==> src/hdl/psp_pkg.sv <==
// Package for the preemptive stopwatch profiler: command codes, channel entry type.
// No dependencies.
package psp_pkg;
	localparam int unsigned CHANNELS_DEF  = 8;
	localparam int unsigned TICK_BITS_DEF = 32;

	typedef enum logic [2:0] {
		CMD_START     = 3'd0,
		CMD_STOP      = 3'd1,
		CMD_PAUSE     = 3'd2,
		CMD_RESUME    = 3'd3,
		CMD_READ      = 3'd4,
		CMD_CLR_CUM   = 3'd5,
		CMD_CLR_COUNT = 3'd6
	} cmd_t;

	typedef enum logic [1:0] {
		ST_IDLE,
		ST_READ,
		ST_PREEMPT,
		ST_WRITE
	} state_t;

	// One channel entry as held in the state memory
	typedef struct packed {
		logic [31:0] start_tick;
		logic [31:0] pause_start_tick;
		logic [31:0] paused_total;
		logic [31:0] last_elapsed;
		logic [31:0] last_cpu;
		logic [31:0] min_cpu;
		logic [31:0] max_cpu;
		logic [31:0] min_elapsed;
		logic [31:0] max_elapsed;
		logic [31:0] preempted_total;
		logic [47:0] cumulative_cpu;
		logic [31:0] stop_count;
		logic [47:0] total_stops;
		logic [31:0] last_period;
		logic        measured;
		logic        is_paused;
		logic [2:0]  preempter_index;
		logic        preempter_valid;
	} entry_t;
endpackage

==> src/hdl/psp_mem.sv <==
// Channel state memory: one write port, one registered read port, valid bits per row.
// Depends on psp_pkg.
module psp_mem #(
	parameter int unsigned CHANNELS = psp_pkg::CHANNELS_DEF,
	parameter int unsigned AW = 3
) (
	input  logic                 clk,
	input  logic                 arst_n,
	input  logic [AW-1:0]        raddr,
	output psp_pkg::entry_t      rdata,
	input  logic                 we,
	input  logic [AW-1:0]        waddr,
	input  psp_pkg::entry_t      wdata
);
	import psp_pkg::*;

	entry_t              mem [CHANNELS];
	entry_t              rd_q;
	logic                rvld_q;
	logic [CHANNELS-1:0] vld_q;

	// Write the array; rows never written read as the reset entry
	always_ff @(posedge clk) begin
		if (we) begin
			mem[waddr] <= wdata;
		end
		rd_q <= mem[raddr];
	end

	always_ff @(posedge clk or negedge arst_n) begin
		if (!arst_n) begin
			vld_q  <= '0;
			rvld_q <= 1'b0;
		end else begin
			if (we) begin
				vld_q[waddr] <= 1'b1;
			end
			rvld_q <= vld_q[raddr];
		end
	end

	assign rdata = rvld_q ? rd_q : entry_t'('0);
endmodule

==> config.mk <==
export PLATFORM = sky130hd
export DESIGN_NAME = psp_mem
export DESIGN_NICKNAME = d
export VERILOG_FILES = /design/src/hdl/psp_pkg.sv /design/src/hdl/psp_mem.sv
export SDC_FILE = /design/constraint.sdc
export NUM_CORES = 2
export LEC_CHECK = 0
export BUFFER_PORTS_ARGS = -buffer_cell sky130_fd_sc_hd__buf_2
export CORE_MARGIN = 3
export CORE_UTILIZATION = 55
export DETAILED_ROUTE_END_ITERATION = 6
export PLACE_DENSITY_LB_ADDON = 0.2
export SLEW_MARGIN = 10
export SYNTH_ARGS = -nofsm -noshare
export SYNTH_HDL_FRONTEND = slang
export SYNTH_SLANG_ARGS = --single-unit
==> constraint.sdc <==
create_clock -name clk -period 3.1 [get_ports clk]
set_input_delay 0.465 -clock clk [delete_from_list [all_inputs] [get_ports clk]]
set_output_delay 0.465 -clock clk [all_outputs]
set_load 0.01 [all_outputs]
After elaboration in Yosys (flattened, before gate mapping). Memories as Yosys holds them, arrays and structs flattened. A register that Yosys moved wholly into a read port is not among the register bits. Index checks and enable logic that the tools add are counted.

Bitwise logic cells: 1. $lt $le $gt $ge: 3. Muxes and demuxes: 7. Reduce and logical (&&, ||, !) cells: 1.

Operators by type and width (number): 2-to-1 mux 486 bit (1); < comparator 3 x 4 -> 1 bit (second input constant) (2); bitwise OR 8 bit (1); 2-to-1 mux 1 bit (4); binary-select mux 1 bit (select 3 bit) (1); demux 1 bit (select 3 bit) (1); >= comparator 3 x 1 -> 1 bit (second input constant) (1); logical AND 1 bit (1).

Flip-flop bits (word level): 9. Memories: 1. Bits in writable memories: 3888. Word-level logic and storage cells: 15.

Memories: mem (depth 8, bits a word 486, read ports 1, clocked after Yosys merged registers in 1, wr ports 1, RTL line psp_mem.sv:17) `entry_t mem [CHANNELS];`.

Longest topological paths before layout.
Word-level depth: 5. Depth in mapped cells: 5. Depth with buffers taken out: 2.

Least setup slack after synthesis. Ideal clock, no wire load.

Kind: in2reg. Start point: input waddr[2]. End point: register vld_q[0]. Path buffers: 1. Cell stages on the path: 3. Path slack: -51.235 ns. Library setup time: 0.241 ns. Arrival: 54.095 ns. Cells stage by stage: clkbuf_1 > nor4b_1 > or2_2.

Word-level cells in the longest chain between the ends: 5.

Ends and longest elaborated chain: start: declaration (RTL line psp_mem.sv:12) `input logic [AW-1:0] waddr,`; < comparator 3 x 4 -> 1 bit (implied by the code) or >= comparator 3 x 1 -> 1 bit (tied branches) (RTL line psp_mem.sv:36) `vld_q[waddr] <= 1'b1;`; logical AND 1 bit (implied by the code) (RTL line psp_mem.sv:36); 2-to-1 mux 1 bit (implied by the code) (RTL line psp_mem.sv:36); demux 1 bit (select 3 bit) * (RTL line psp_mem.sv:36); bitwise OR 8 bit (no line) *; end signal: assignment (RTL line psp_mem.sv:32) `vld_q <= '0;`; end signal: indexed assignment (RTL line psp_mem.sv:36); end: declaration (RTL line psp_mem.sv:20) `logic [CHANNELS-1:0] vld_q;`.

Every way passes the cells marked *; elsewhere a longest branch is shown, timed or not. A chain may end at the register's enable or synchronous reset.

==> key figures <==
Global route
  – Largest net degree at the start of global routing: between 100 and 150
  – First-pass GRT wire length: 528,000 um
  – Antenna violations before repair: 128
  – All-Layer GR Usage: 0.242
  – Number of global-route vias before repair: slightly below 80,000
  – Total grt overflow: 0

Critical path
  – Crit end category: output pin
  – Worst Setup Start Kind: register
  – Crit-path max FO: 141
  – WS Path Type: register to output pin
  – CP arrival: 2530 ps
  – Crit path required time: 2630 ps

Die
  – Die area: 296,000 sq um
  – Die height: around 540 um
  – IO Pins: 981
  – Row cnt: ~200
  – Core Area: 286,000 sq um
  – Die X: approximately 540 um
  – Initial core utilization: 0.555

Routing
  – DR top layer: met5
  – DRC: 0
  – Routed vias: ~75,000
  – Total wire length: ~360,000 um
  – Drt first pass iters: 6
  – ANT nets after route: 0
  – Vias per cell: approximately 6
  – Metal2 WL: approximately 170,000 um
  – WL met1: 146,000 um
  – DR WL met3: about 28,000 um
  – Initial DRC Count: 7,666
  – DR WL/cell: ~28 um

Synth
  – Synth area leaders: edfxtp_1 73%, mux4_2 14%, dfxtp_1 6.1%, mux2_2 3.4%, and2_1 1.9%
  – Top-area cell type share of the netlist area: 0.734
  – Register area share after synthesis: 0.797
  – Area of the mapped netlist: ~160,000 sq um
  – Seq cells post-synth: between 4,000 and 5,000
  – YS warnings: 0
  – Synth Area per Inst: 23.8 sq um
  – Syn_nets: 7,172
  – Top cells by count, synth: 3,888 x edfxtp_1, 974 x mux4_2, 487 x mux2_2, 486 x and2_1, 486 x dfxtp_1
  – Synth Instances: 6,677
  – Dominant synthesized flop cell: edfxtp_1
  – Most common cell in the netlist: edfxtp_1
  – Post-synth top area cell: edfxtp_1
  – EDFF count, synth: just under 4,000
  – Distinct cell type count after synthesis: 21
  – Post-synth ARST share: 0.00205

Timing
  – Final setup skew: a little under 50 ps
  – Slew @ Worst Pin: approximately 820 ps
  – RSZ-0062 raised after global routing: false
  – Final hold violations: 0
  – Final setup TNS: 0 ps
  – Endpoints failing setup: 0
  – Final Max Tran Viols: 0
  – Crit share post-route: 0.966
  – Tmin final: approximately 3000 ps
  – Worst hold margin: approximately 93 ps
  – Slew HR: 0.453
  – Fmax: about 330 MHz

Run
  – MaxCap Viol Count: 0

Placement
  – Port Buf Inserts: slightly below 1,000
  – Post-DP HPWL: between 200,000 and 250,000 um
  – Final RePlAce weighted congestion: 0.786

Power
  – Total Power: ~130 mW
  – LEAKAGE: around 64 nW
  – Power per Cell Area: 674 nW/um^2
  – Max VDD drop: 0.515 mV

Finish
  – Layout Nets: between 9,000 and 10,000
  – Proportion of layout cells with a drive suffix above 1: 0.384
  – P&R area growth vs syn: 20.3%

Clock tree
  – CTS buffer count: between 400 and 500
  – H-tree depth: 5
  – CTS clk-pin slew, worst paths: approximately 60 ps
  – Skew-Pair Late Insertion Delay: between 900 and 1000 ps
  – Clock buffer depth: 4
  – TritonCTS sink count: about 4,400
  – Cts repair resizes: 0
  – CTS tree: yes
  – Root Driver: clkbuf_16

Hold path
  – Hold crit path type: input pin to register

Run status
  – Status: completed
## worst paths after layout
check | start | endpoint | slack (ps) | cells past startpoint
hold / removal | raddr[1] | rd_q[194] | 90 | 2
setup / recovery | rvld_q | rdata[115] | 110 | 4
min in group asynchronous | arst_n | vld_q[4] | 600 | 3
setup reg to reg | mem[7][104] | rd_q[104] | 1780 | 2
hold reg to reg | vld_q[2] | vld_q[2] | 490 | 1
max in group asynchronous | arst_n | rvld_q | 2160 | 3
## worst max-delay path: stages, from the launching register on
cell and delay (ps):
dfrtp_4 430, buf_4 150, buf_12 310, and2_1 310, buf_2 160
## power breakdown
part | leakage (nW) | internal (mW) | switching (mW) | total, mW
Clock | 7.13 | 31.2 | 21.6 | 52.8
Combinational | 17.5 | 4.19 | 4.43 | 8.62
Sequential | 39.5 | 66.7 | 0.905 | 67.6
## through the flow
| step | util | cell area [sq um] | instances | setup WS, ps |
|---|---|---|---|---|
| 2_1_floorplan | - | 159000 | 6677 | -13820 |
| 3_3_place_gp | 0.599 | 171000 | 11409 | 445 |
| 3_5_place_dp | 0.599 | 171000 | 11409 | 449 |
| 4_1_cts | 0.667 | 191000 | 12702 | 50.5 |
| 5_1_grt | 0.667 | 191000 | 12739 | 1.79 |
| 6_report | 0.668 | 191000 | 12804 | 106 |
## registers in the layout, indices dropped and copies added (netlist names)
name    cells
mem      3888
rd_q      486
vld_q       8
rvld_q      1
## routing by layer
metal | up-vias | GRT usage
li1 | 31552 | -
met1 | 39950 | 0.351
met2 | 2904 | 0.378
met3 | 647 | 0.0425
met4 | 48 | 0.0797
met5 | - | 0
## cells in the final DEF, fill, tap and decap left out, types with 2 or more instances in the layout
cell type | netlist | layout
a41o_1 | 4 | 4
and2_1 | 486 | 486
buf_12 | 0 | 165
buf_2 | 22 | 977
buf_4 | 80 | 157
buf_8 | 0 | 2
bufinv_16 | 0 | 49
clkbuf_1 | 158 | 80
clkbuf_16 | 0 | 432
clkbuf_8 | 0 | 61
clkinv_1 | 0 | 57
clkinv_16 | 0 | 9
clkinv_2 | 0 | 77
clkinv_4 | 0 | 2
clkinv_8 | 0 | 3
clkinvlp_4 | 0 | 15
dfrtp_1 | 9 | 8
dfxtp_1 | 486 | 486
diode_2 | 0 | 102
dlygate4sd3_1 | 0 | 495
edfxtp_1 | 3888 | 3888
inv_1 | 3 | 3
inv_16 | 0 | 5
inv_6 | 0 | 2
mux2_2 | 487 | 487
mux4_2 | 974 | 974
nand2_1 | 2 | 2
nor3_4 | 0 | 3
nor4bb_4 | 0 | 2
or2_2 | 3 | 3
## cells by family (layout without fill, tap and decap cells)
group           count (synthesis)  count (layout)  share of synthesized area
flops                        4383            4383                      0.797
mux                          1461            1461                      0.172
simple gates                  499             499                     0.0196
buf+inv                       329            2592                     0.0106
compound gates                  5               5                   0.000299
other cells                     0             102                          0
## final cells by class
class	instances	area [sq um]
Sequential cell	4383	127000
Fill cell	17907	95100
Multi-Input combinational cell	1965	30700
Timing Repair Buffer	1797	14400
Clock buffer	573	12000
Tap cell	3762	4710
Clock inverter	219	2640
Antenna cell	102	255
Inverter	3	11.3
## what timing repair did
action | CTS | global route
endpoints found under the hold margin | 3901 | 0
hold buffers | 495 | 0
setup endpoints to repair | 265 | 0
setup buffers | 6 | 0
No activity file was read; power rests on OpenSTA's default activity.
